### src/hw/rtl/scfp_pkg.sv
`timescale 1ns / 1ps
// ----------------------------------------------------------------------------
// Serial command frame parser package
// Shared constants, result kinds and controller/datapath interface types.
// ----------------------------------------------------------------------------
package scfp_pkg;

  localparam int ByteW         = 8;
  localparam int LenFieldW     = 6;
  localparam int MaxPayloadDef = 63;

  localparam logic [ByteW-1:0] StartByte   = 8'hED;
  localparam logic [ByteW-1:0] SyncByte    = 8'h01;
  localparam logic [ByteW-1:0] TrailerByte = 8'hEE;

  typedef enum logic [1:0] {
    KIND_READ = 2'd0,
    KIND_HDR  = 2'd1,
    KIND_PAY  = 2'd2,
    KIND_ERR  = 2'd3
  } kind_e;

  typedef struct packed {
    logic  cap_cmd;
    logic  load_len;
    logic  clr_cnt;
    logic  take_byte;
    logic  cap_sum;
    logic  out_load;
    kind_e out_kind;
  } cmd_t;

  typedef struct packed {
    logic is_start;
    logic is_sync;
    logic is_trailer;
    logic is_zero;
    logic too_long;
    logic body_last;
    logic sum_ok;
    logic pay_last;
    logic out_free;
  } sts_t;

endpackage

### src/hw/rtl/serial_command_frame_parser.sv
`timescale 1ns / 1ps
// ----------------------------------------------------------------------------
// Serial command frame parser
// Recognizes command frames in a stream of received serial bytes.
// ----------------------------------------------------------------------------
// Usage: received bytes enter on rx_byte_i, one request per in_valid_i/in_stall_o
// handshake. Results leave on the output channel, one request per result, with
// kind_o, command_o, payload_length_o, payload_byte_o and last_o.
// While a frame is parsed, every byte is taken in the cycle it is offered.
// After a frame's trailer byte, the controller enters a result state, which then
// loads the first result into the output register. A write frame with L payload
// bytes then delivers its header and payload results at one per cycle unless the
// receiver stalls, 1 + L results in all. Read and checksum-error frames give
// one result. The input is stalled while results are being loaded and is taken
// again once the final result sits in the output register.
// Reset clears the parser back to hunting for a start byte and empties the
// output register. When the receiver stalls, the current result holds steady
// and result loading waits, which in turn holds off new input bytes.
// ----------------------------------------------------------------------------
module serial_command_frame_parser import scfp_pkg::*; #(
  parameter int MaxPayload = MaxPayloadDef
) (
  input  logic                 clk_i,
  input  logic                 rst_ni,
  input  logic                 in_valid_i,
  output logic                 in_stall_o,
  input  logic [ByteW-1:0]     rx_byte_i,
  output logic                 out_valid_o,
  input  logic                 out_stall_i,
  output logic [1:0]           kind_o,
  output logic [ByteW-1:0]     command_o,
  output logic [LenFieldW-1:0] payload_length_o,
  output logic [ByteW-1:0]     payload_byte_o,
  output logic                 last_o
);

  cmd_t cmd;
  sts_t sts;

  scfp_ctrl u_ctrl (
    .clk_i      (clk_i),
    .rst_ni     (rst_ni),
    .in_valid_i (in_valid_i),
    .in_stall_o (in_stall_o),
    .sts_i      (sts),
    .cmd_o      (cmd)
  );

  scfp_dp #(
    .MaxPayload (MaxPayload)
  ) u_dp (
    .clk_i            (clk_i),
    .rst_ni           (rst_ni),
    .rx_byte_i        (rx_byte_i),
    .cmd_i            (cmd),
    .sts_o            (sts),
    .out_valid_o      (out_valid_o),
    .out_stall_i      (out_stall_i),
    .kind_o           (kind_o),
    .command_o        (command_o),
    .payload_length_o (payload_length_o),
    .payload_byte_o   (payload_byte_o),
    .last_o           (last_o)
  );

endmodule

### src/hw/rtl/scfp_ctrl.sv
`timescale 1ns / 1ps
// ----------------------------------------------------------------------------
// Serial command frame parser controller
// Frame state machine that steers the datapath and the request handshakes.
// ----------------------------------------------------------------------------
module scfp_ctrl import scfp_pkg::*; (
  input  logic clk_i,
  input  logic rst_ni,
  input  logic in_valid_i,
  output logic in_stall_o,
  input  sts_t sts_i,
  output cmd_t cmd_o
);

  typedef enum logic [12:0] {
    ST_HUNT   = 13'b0000000000001,
    ST_SYNC   = 13'b0000000000010,
    ST_CMD    = 13'b0000000000100,
    ST_LEN    = 13'b0000000001000,
    ST_RSUM   = 13'b0000000010000,
    ST_RTRL   = 13'b0000000100000,
    ST_BODY   = 13'b0000001000000,
    ST_WSUM   = 13'b0000010000000,
    ST_WTRL   = 13'b0000100000000,
    ST_RDOUT  = 13'b0001000000000,
    ST_ERROUT = 13'b0010000000000,
    ST_HDR    = 13'b0100000000000,
    ST_PAY    = 13'b1000000000000
  } state_e;

  state_e state_q, state_d;

  always_comb begin
    state_d    = state_q;
    cmd_o      = '0;
    cmd_o.out_kind = KIND_READ;
    in_stall_o = 1'b1;
    case (state_q)
      ST_HUNT: begin
        in_stall_o = 1'b0;
        if (in_valid_i && sts_i.is_start) begin
          state_d = ST_SYNC;
        end
      end
      ST_SYNC: begin
        in_stall_o = 1'b0;
        if (in_valid_i) begin
          state_d = sts_i.is_sync ? ST_CMD : ST_HUNT;
        end
      end
      ST_CMD: begin
        in_stall_o = 1'b0;
        if (in_valid_i) begin
          cmd_o.cap_cmd = 1'b1;
          state_d = ST_LEN;
        end
      end
      ST_LEN: begin
        in_stall_o = 1'b0;
        if (in_valid_i) begin
          cmd_o.load_len = 1'b1;
          cmd_o.clr_cnt  = 1'b1;
          if (sts_i.too_long) begin
            state_d = ST_HUNT;
          end else if (sts_i.is_zero) begin
            state_d = ST_RSUM;
          end else begin
            state_d = ST_BODY;
          end
        end
      end
      ST_RSUM: begin
        in_stall_o = 1'b0;
        if (in_valid_i) begin
          state_d = sts_i.is_zero ? ST_RTRL : ST_HUNT;
        end
      end
      ST_RTRL: begin
        in_stall_o = 1'b0;
        if (in_valid_i) begin
          state_d = sts_i.is_trailer ? ST_RDOUT : ST_HUNT;
        end
      end
      ST_BODY: begin
        in_stall_o = 1'b0;
        if (in_valid_i) begin
          cmd_o.take_byte = 1'b1;
          if (sts_i.body_last) begin
            state_d = ST_WSUM;
          end
        end
      end
      ST_WSUM: begin
        in_stall_o = 1'b0;
        if (in_valid_i) begin
          cmd_o.cap_sum = 1'b1;
          state_d = ST_WTRL;
        end
      end
      ST_WTRL: begin
        in_stall_o = 1'b0;
        if (in_valid_i) begin
          cmd_o.clr_cnt = 1'b1;
          if (!sts_i.sum_ok) begin
            state_d = ST_ERROUT;
          end else if (sts_i.is_trailer) begin
            state_d = ST_HDR;
          end else begin
            state_d = ST_HUNT;
          end
        end
      end
      ST_RDOUT: begin
        cmd_o.out_kind = KIND_READ;
        if (sts_i.out_free) begin
          cmd_o.out_load = 1'b1;
          state_d = ST_HUNT;
        end
      end
      ST_ERROUT: begin
        cmd_o.out_kind = KIND_ERR;
        if (sts_i.out_free) begin
          cmd_o.out_load = 1'b1;
          state_d = ST_HUNT;
        end
      end
      ST_HDR: begin
        cmd_o.out_kind = KIND_HDR;
        if (sts_i.out_free) begin
          cmd_o.out_load = 1'b1;
          state_d = ST_PAY;
        end
      end
      ST_PAY: begin
        cmd_o.out_kind = KIND_PAY;
        if (sts_i.out_free) begin
          cmd_o.out_load = 1'b1;
          if (sts_i.pay_last) begin
            state_d = ST_HUNT;
          end
        end
      end
      default: begin
        state_d = ST_HUNT;
      end
    endcase
  end

  always_ff @(posedge clk_i or negedge rst_ni) begin
    if (!rst_ni) begin
      state_q <= ST_HUNT;
    end else begin
      state_q <= state_d;
    end
  end

endmodule

### src/hw/rtl/scfp_dp.sv
`timescale 1ns / 1ps
// ----------------------------------------------------------------------------
// Serial command frame parser datapath
// Frame fields, payload sum, payload store and the result output register.
// ----------------------------------------------------------------------------
module scfp_dp import scfp_pkg::*; #(
  parameter int MaxPayload = MaxPayloadDef
) (
  input  logic                 clk_i,
  input  logic                 rst_ni,
  input  logic [ByteW-1:0]     rx_byte_i,
  input  cmd_t                 cmd_i,
  output sts_t                 sts_o,
  output logic                 out_valid_o,
  input  logic                 out_stall_i,
  output logic [1:0]           kind_o,
  output logic [ByteW-1:0]     command_o,
  output logic [LenFieldW-1:0] payload_length_o,
  output logic [ByteW-1:0]     payload_byte_o,
  output logic                 last_o
);

  localparam int LenW = $clog2(MaxPayload + 1);
  localparam int IdxW = (MaxPayload > 1) ? $clog2(MaxPayload) : 1;

  logic [ByteW-1:0]     mem [MaxPayload];
  logic [ByteW-1:0]     rd_q;
  logic [ByteW-1:0]     cmd_q;
  logic [LenFieldW-1:0] len_q;
  logic [ByteW-1:0]     sum_q, sum_d;
  logic [ByteW-1:0]     rsum_q;
  logic [LenW-1:0]      cnt_q, cnt_d, cnt_inc;
  logic                 out_valid_q, out_valid_d;
  logic [1:0]           kind_q;
  logic [ByteW-1:0]     ocmd_q;
  logic [LenFieldW-1:0] olen_q;
  logic [ByteW-1:0]     obyte_q;
  logic                 olast_q;
  logic                 last_d;
  logic                 out_free;

  assign cnt_inc  = cnt_q + 1'b1;
  assign out_free = !out_valid_q || !out_stall_i;

  always_comb begin
    cnt_d = cnt_q;
    if (cmd_i.clr_cnt) begin
      cnt_d = '0;
    end else if (cmd_i.take_byte || (cmd_i.out_load && cmd_i.out_kind == KIND_PAY)) begin
      cnt_d = cnt_inc;
    end
  end

  always_comb begin
    sum_d = sum_q;
    if (cmd_i.load_len) begin
      sum_d = '0;
    end else if (cmd_i.take_byte) begin
      sum_d = sum_q + rx_byte_i;
    end
  end

  always_comb begin
    case (cmd_i.out_kind)
      KIND_READ: last_d = 1'b1;
      KIND_ERR:  last_d = 1'b1;
      KIND_HDR:  last_d = (len_q == '0);
      KIND_PAY:  last_d = (cnt_inc == LenW'(len_q));
      default:   last_d = 1'b1;
    endcase
  end

  always_comb begin
    out_valid_d = out_valid_q;
    if (cmd_i.out_load) begin
      out_valid_d = 1'b1;
    end else if (!out_stall_i) begin
      out_valid_d = 1'b0;
    end
  end

  always_ff @(posedge clk_i) begin
    if (cmd_i.take_byte) begin
      mem[cnt_q[IdxW-1:0]] <= rx_byte_i;
    end
    if (cnt_d < LenW'(MaxPayload)) begin
      rd_q <= mem[cnt_d[IdxW-1:0]];
    end
  end

  always_ff @(posedge clk_i) begin
    sum_q <= sum_d;
    if (cmd_i.cap_cmd) begin
      cmd_q <= rx_byte_i;
    end
    if (cmd_i.load_len) begin
      len_q <= rx_byte_i[LenFieldW-1:0];
    end
    if (cmd_i.cap_sum) begin
      rsum_q <= rx_byte_i;
    end
    if (cmd_i.out_load) begin
      kind_q  <= cmd_i.out_kind;
      ocmd_q  <= cmd_q;
      olen_q  <= len_q;
      obyte_q <= (cmd_i.out_kind == KIND_PAY) ? rd_q : '0;
      olast_q <= last_d;
    end
  end

  always_ff @(posedge clk_i or negedge rst_ni) begin
    if (!rst_ni) begin
      cnt_q       <= '0;
      out_valid_q <= 1'b0;
    end else begin
      cnt_q       <= cnt_d;
      out_valid_q <= out_valid_d;
    end
  end

  assign sts_o.is_start   = (rx_byte_i == StartByte);
  assign sts_o.is_sync    = (rx_byte_i == SyncByte);
  assign sts_o.is_trailer = (rx_byte_i == TrailerByte);
  assign sts_o.is_zero    = (rx_byte_i == '0);
  assign sts_o.too_long   = (rx_byte_i > ByteW'(MaxPayload));
  assign sts_o.body_last  = (cnt_inc == LenW'(len_q));
  assign sts_o.sum_ok     = (sum_q == rsum_q);
  assign sts_o.pay_last   = (cnt_inc == LenW'(len_q));
  assign sts_o.out_free   = out_free;

  assign out_valid_o      = out_valid_q;
  assign kind_o           = kind_q;
  assign command_o        = ocmd_q;
  assign payload_length_o = olen_q;
  assign payload_byte_o   = obyte_q;
  assign last_o           = olast_q;

endmodule

### config.mk
export PLATFORM = sky130hd
export DESIGN_NAME = serial_command_frame_parser
export DESIGN_NICKNAME = d
export VERILOG_FILES = /design/src/hw/rtl/scfp_pkg.sv /design/src/hw/rtl/serial_command_frame_parser.sv /design/src/hw/rtl/scfp_ctrl.sv /design/src/hw/rtl/scfp_dp.sv
export SDC_FILE = /design/constraint.sdc
export NUM_CORES = 1
export LEC_CHECK = 0
export ABC_AREA = 1
export BUFFER_PORTS_ARGS = -buffer_cell sky130_fd_sc_hd__buf_4
export CAP_MARGIN = 20
export CORE_ASPECT_RATIO = 2
export CORE_UTILIZATION = 38
export CTS_CLUSTER_DIAMETER = 200
export DETAILED_ROUTE_END_ITERATION = 10
export PLACE_DENSITY = 0.56
export SYNTH_ARGS = -nofsm -noshare
export SYNTH_HDL_FRONTEND = slang
export SYNTH_HIERARCHICAL = 1
export SYNTH_SLANG_ARGS = --single-unit
### constraint.sdc
create_clock -name clk_i -period 5.28 [get_ports clk_i]
set_input_delay 0.792 -clock clk_i [delete_from_list [all_inputs] [get_ports clk_i]]
set_output_delay 0.792 -clock clk_i [all_outputs]
set_load 0.03 [all_outputs]
==> Word-level counts from Yosys, hierarchy flattened <==
Memories as Yosys holds them, arrays and structs flattened. A register that Yosys moved wholly into a read port is not among the register bits.
Index checks and enable logic that the tools add are counted.
{ "op_classes": {"add_sub_neg": 2, "magnitude_cmp": 2, "n_eq_ne": 36, "muxes": 39, "n_reduce_logical": 13} }
{ "ops": {"columns": ["operator", "n"], "rows": [
  ["2-to-1 mux 13 bit", 14],
  ["case mux 13 bit (12 select lines)", 1],
  ["2-to-1 mux 12 bit", 2],
  ["inequality test 2 bit, second input constant", 10],
  ["2-to-1 mux 6 bit", 3],
  ["equality test 8 bit, second input constant", 2],
  ["2-to-1 mux 7 bit", 2],
  ["AND reduction 14 bit", 1],
  ["equality test 13 x 1 -> 1 bit, second input constant", 1],
  ["equality test 13 x 10 -> 1 bit, second input constant", 1],
  ["equality test 13 x 11 -> 1 bit, second input constant", 1],
  ["equality test 13 x 12 -> 1 bit, second input constant", 1],
  ["equality test 13 bit, second input constant", 1],
  ["equality test 13 x 2 -> 1 bit, second input constant", 1],
  ["equality test 13 x 3 -> 1 bit, second input constant", 1],
  ["equality test 13 x 4 -> 1 bit, second input constant", 1],
  ["equality test 13 x 5 -> 1 bit, second input constant", 1],
  ["equality test 13 x 6 -> 1 bit, second input constant", 1],
  ["equality test 13 x 7 -> 1 bit, second input constant", 1],
  ["equality test 13 x 8 -> 1 bit, second input constant", 1],
  ["equality test 13 x 9 -> 1 bit, second input constant", 1],
  ["case mux 3 bit (4 select lines)", 1],
  ["2-to-1 mux 1 bit", 11],
  ["2-to-1 mux 10 bit", 1],
  ["other kinds (22)", 31]
]} }
{ "totals": {"reg_bits": 75, "ramBits": 504, "inputBits": 12, "out_inout_bits": 27, "wordCells": 105, "memories": 1} }
{ "memory_table": {"columns": ["memory", "words", "width", "read_ports", "rd_ports_with_merged_regs", "wr", "line_no", "text"], "rows": [
  ["u_dp.mem", 63, 8, 1, 1, 1, "scfp_dp.sv:26", "logic [ByteW-1:0] mem [MaxPayload];"]
]} }

==> Logic depth before layout (Yosys ltp) <==
{ "depth": {"depth_word": 10, "ltp_mapped": 25, "depth_no_buf": 23} }

==> Cells and area by module <==
Netlist, hierarchy kept.
{ "modules_own_cells": {"columns": ["mod", "n_inst", "cells_each", "area_per_inst_um2", "seq_area_each_um2"], "rows": [
  ["scfp_dp", 1, 2525, 26068.8, 17121.4],
  ["scfp_ctrl", 1, 173, 1177.4, 326.6]
]} }

==> Worst setup path after synthesis <==
No wires, ideal clock.
{ "synth_path": {"path_type": "input to register", "start": "in out_stall_i", "end": "reg u_dp.rd_q[0] (read register of u_dp.mem) (enable)", "setup_ns": 0.330, "t_arrival_ns": 3.755, "t_required_ns": 4.950, "slack_ns": 1.195, "cell_stages": 13, "n_path_buf": 3, "cell_sequence": "nand2_1 buf_4 inv_1 a21oi_1 nand2_4 nand2_4 o21ai_0 nor2_1 inv_2 buf_2 buf_2 nor3_1 nand3_1"} }
{ "synth_lines": {"columns": ["item", "line_no", "text"], "rows": [
  ["start: declaration", "serial_command_frame_parser.sv:29", "input logic out_stall_i,"],
  ["end: declaration", "scfp_dp.sv:27", "logic [ByteW-1:0] rd_q;"]
]} }

==> impl.org <==
** Worst setup path
- For the worst setup path, the data arrival time is 4970 ps.
- Worst stage delay on the critical path :: 780 ps
- Count of buffer and inverter cells on the critical path :: 4
- Depth of the worst register-to-register path :: 18
- Data on the critical path is required at its endpoint by 5630 ps.
- Of all nets on the critical path, the largest fanout is 50.
- Critical Path End Type :: flip-flop
- Among cell families on the critical path, the largest total delay comes from simple AND/OR/NAND/NOR gates.
- For this design, the slowest cell found on the critical path is sky130_fd_sc_hd__inv_2.
- The worst setup path is launched from a flip-flop.
- By startpoint and endpoint, the worst setup path is classified as reg -> reg.
- The critical path crosses 18 cells after its start point.
- In this run the critical register-to-register path is launched from u_ctrl/state_q[1]$_DFFE_PN0P_.
- Among the stages of the critical path, the cell type that occurs most often is sky130_fd_sc_hd__nand3_1.
- Ordered cell list for the critical path :: nor2_1 -> nand2_2 -> nor2_4 -> o21ai_2 -> inv_1 -> inv_1 -> ha_1 -> nand2_4 -> nand2_4 -> o21ai_0 -> nor2_4 -> inv_2 -> buf_4 -> nand3_1 -> nand3_1 -> nand3_1 -> nand3_1 -> nand2_1
- Tracing the worst setup path back leads to its startpoint at u_ctrl/state_q[1]$_DFFE_PN0P_.

** Synthesis
- After synthesis, flip-flops and latches occupy 64.0% of the total area.
- Cell count after synthesis :: 2698
- The netlist uses 42 different library cells.
- When the netlist entered floorplanning its net count stood at 2721.
- Ys Warns :: 6
- Avg Inst Size Synth :: 10.1 sq um
- Number of register bits inferred by synthesis :: 587
- The synthesized netlist occupies a cell area of 27200 sq um.

** CTS
- TritonCTS clock tree :: built
- Buffers added to address setup during post-CTS repair amount to 0.
- The longest clock path from root to sink contains 3 buffers.
- The H-tree was split into 2 levels.
- In this run, post-CTS repair resized a total of 0 instances.
- The tree is rooted in a sky130_fd_sc_hd__clkbuf_16.
- Hold buffer count at cts :: 0
- TritonCTS created 48 clock buffers.
- Clock-pin slew was measured on the worst setup and hold paths at 70 ps.
- The tree built by TritonCTS fans out to 587 sinks.
- Clock latency on the worst-skew pair, taken at its later pin, is 590 ps.

** Final layout
- Diode count :: 0
- Counting the fill cells in the layout gives 6903.
- Relative to the synthesized area, the layout overhead comes to 9.17%.
- The net count of the finished layout is 2689.
- In the final layout, the share of cells above drive strength 1 is 7.58%.
- After routing the design area is 29700 sq um.

** Floorplanning
- Initial core utilization :: 38.5%
- The die is 191 microns wide.
- I/O pin count :: 39
- The core region is 70800 sq um.
- Overall die area :: 72800 sq um
- Core Rows :: 138
- In this run the vertical extent of the chip is 381 microns.

** STA
- Fin. max-slew vios :: 0
- Final Hold Slack :: 109 ps
- Setup violations remaining at the end of the flow were counted as 0.
- Final-report hold violation count :: 0
- At the pin with the least slew margin, the transition time is 1260 ps.
- Post-route setup TNS :: 0 ps
- Clock skew on the completed layout was measured at 14.4 ps.
- Unrepaired setup endpoints after global routing :: false
- Final min period :: 4620 ps
- Timing would allow up to 217 MHz.
- The worst pin sits at a relative slew slack of 15.8%.
- In the finished design, the share of the clock period the worst path needs comes to 87.4%.

** Routing
- For this run, the detailed router's first-pass iteration total came to 6.
- Drt initial violations :: 1581
- In the routed design, unresolved DRC markers number 0.
- After detailed routing, the number of vias per cell comes to 5.32.
- Remaining number of nets flagged by the antenna check after routing :: 0
- Average wire per cell in the routed design :: 22.4 microns
- Total wire length after detailed routing :: 80900 microns
- Total number of vias :: 19200

** Placement
- Port buffering added 38 buffers.
- Area after DPL :: 28300 sq um
- Weighted congestion at the end of routability-driven global placement :: 0.918
- Once detailed placement completed, the half-perimeter wirelength came to 50800 microns.

** Power
- VDD sags by at most 0.382 mV.
- For this design the ratio of total power to cell area is 497 nW/um^2.
- PnR Total Power :: 14.8 mW
- Leakage :: 12.5 nW

** Run status
- The run finished with clean final reports.

** Global routing
- After global routing the overflow that remains totals 0.
- In the global route stage, overall resource usage came out at 22.3%.
- The number of antenna violations at the first check in global routing came to 2.
- First-pass GRT wire length :: 120000 microns
- Entering global routing, the biggest net connects 197 pins.
- The via count of the first global-routing pass was 19200.

** Worst hold path
- The worst hold path belongs to the class in -> async.

** Flow run
- The tool flagged a number of max-cap violations equal to 0.
[flip-flops by register name, indices dropped and copies added, names as in the netlist]
signal,count
u_ctrl/state_q,13
u_dp/last_o,1
u_dp/rd_q,8
u_dp/kind_o,2
u_dp/sum_q,8
u_dp/len_q,6
u_dp/payload_length_o,6
u_dp/out_valid_o,1
u_dp/rsum_q,8
u_dp/cmd_q,8
u_dp/payload_byte_o,8
u_dp/cnt_q,6
u_dp/command_o,8
u_dp/mem,504
[metrics by stage]
step	utilization, %	std cells	setup WS [ps]
final	42.0	3613	663
after detailed placement	39.9	3525	770
after global placement	39.9	3525	861
after floorplan	-	2698	1190
after global routing	42.0	3613	447
after CTS	42.0	3612	763
[kinds of logic after synthesis]
group	synth area share (%)
AND/OR/NAND/NOR	23.4
buffers and inverters	10.4
flip-flops	64.0
AO/OA/AOI/OAI	0.983
XOR/XNOR	0.643
adder cells (fa/ha/maj)	0.533
[report_power, final]
group          internal (mW)  switching [mW]  leakage [nW]
clock network           1.83            1.68         0.719
registers               5.28           0.194          5.37
logic                   1.62            4.17          6.39
[layout by cell type (no fill, tap or decap), types with 8 or more instances in the layout]
master / synthesis / final
sky130_fd_sc_hd__clkinv_1: 0 / 11
sky130_fd_sc_hd__nor4_1: 13 / 13
sky130_fd_sc_hd__ha_1: 10 / 10
sky130_fd_sc_hd__o211ai_1: 9 / 9
sky130_fd_sc_hd__clkbuf_16: 0 / 49
sky130_fd_sc_hd__nand2_1: 536 / 536
sky130_fd_sc_hd__dfrtp_1: 19 / 19
sky130_fd_sc_hd__inv_2: 11 / 10
sky130_fd_sc_hd__xor2_1: 12 / 12
sky130_fd_sc_hd__xnor2_1: 8 / 8
sky130_fd_sc_hd__inv_1: 530 / 529
sky130_fd_sc_hd__clkbuf_1: 32 / 8
sky130_fd_sc_hd__nand2_2: 16 / 16
sky130_fd_sc_hd__a21oi_1: 11 / 10
sky130_fd_sc_hd__nor3_1: 8 / 8
sky130_fd_sc_hd__edfxtp_1: 559 / 559
sky130_fd_sc_hd__nand4_1: 214 / 214
sky130_fd_sc_hd__nand3_1: 423 / 423
sky130_fd_sc_hd__buf_4: 18 / 66
sky130_fd_sc_hd__o21ai_0: 11 / 11
sky130_fd_sc_hd__dfxtp_1: 8 / 8
sky130_fd_sc_hd__nor2_1: 96 / 95
[layout make-up]
type                       instances  area [sq um]  area share (%)
clock buffer                      59          1280            4.32
clock inverter                    28           201           0.677
inverter                         541          2040            6.85
multi-input combinational       1415          7000            23.5
sequential                       587         17400            58.7
tap                              910          1140            3.83
timing repair buffer              73           636            2.14
[path summary, 6_finish.rpt]
path,end,slack (ps)
worst max register to register,u_dp/rd_q[1]$_DFFE_PN_,660
worst min-delay path,u_dp/out_valid_o$_DFFE_PN0P_,110
worst min register to register,u_dp/command_o[3]$_DFFE_PP_,410
worst max-delay path,u_dp/rd_q[1]$_DFFE_PN_,660
min in group clk_i,u_dp/command_o[3]$_DFFE_PP_,410
max in group asynchronous,u_ctrl/state_q[0]$_DFFE_PN1P_,4860
[routing by layer]
| layer | GRT usage [%] | vias to the layer above | part of all wire, % | wire length (microns) |
|---|---|---|---|---|
| li1 | - | 8941 | - | - |
| met1 | 24.5 | 9421 | 36 | 28900 |
| met2 | 40.6 | 629 | 53 | 43000 |
| met3 | 1.91 | 216 | 4.1 | 3320 |
| met4 | 14.4 | 0 | 7.0 | 5650 |
| met5 | 0 | - | 0 | 0 |
[worst register-to-register path: stages, from the launching register on]
cell and delay (ps):
sky130_fd_sc_hd__dfrtp_1 420, sky130_fd_sc_hd__nor2_1 170, sky130_fd_sc_hd__nand2_2 140, sky130_fd_sc_hd__nor2_4 210, sky130_fd_sc_hd__o21ai_2 130, sky130_fd_sc_hd__inv_1 130
sky130_fd_sc_hd__inv_1 60, sky130_fd_sc_hd__ha_1 430, sky130_fd_sc_hd__nand2_4 210, sky130_fd_sc_hd__nand2_4 120, sky130_fd_sc_hd__o21ai_0 340, sky130_fd_sc_hd__nor2_4 50
sky130_fd_sc_hd__inv_2 780, sky130_fd_sc_hd__buf_4 460, sky130_fd_sc_hd__nand3_1 100, sky130_fd_sc_hd__nand3_1 220, sky130_fd_sc_hd__nand3_1 220, sky130_fd_sc_hd__nand3_1 140
sky130_fd_sc_hd__nand2_1 50
[Yosys cell counts, drive strengths merged]
| master | count | area share (%) |
|---|---|---|
| dfrtp | 19 | 1.7 |
| dfxtp | 8 | 0.59 |
| and3 | 2 | 0.051 |
| fa | 1 | 0.073 |
| edfxtp | 559 | 62 |
| nor2 | 108 | 1.7 |
| ha | 10 | 0.46 |
| xor2 | 12 | 0.39 |
| clkbuf | 32 | 0.44 |
| o211ai | 9 | 0.25 |
| nand3 | 430 | 8.1 |
| nand4 | 214 | 4.9 |
| o22ai | 1 | 0.023 |
| nand2 | 556 | 7.9 |
| or3 | 1 | 0.023 |
| xnor2 | 8 | 0.26 |
| a21oi | 12 | 0.26 |
| inv | 541 | 7.5 |
| a211oi | 1 | 0.028 |
| nor3 | 8 | 0.15 |
| nor4 | 13 | 0.30 |
| buf | 123 | 2.5 |
| or2 | 6 | 0.14 |
| nand3b | 3 | 0.083 |
| o21ai | 20 | 0.42 |
| dfstp | 1 | 0.096 |
Power figures use the tool's default switching activity.
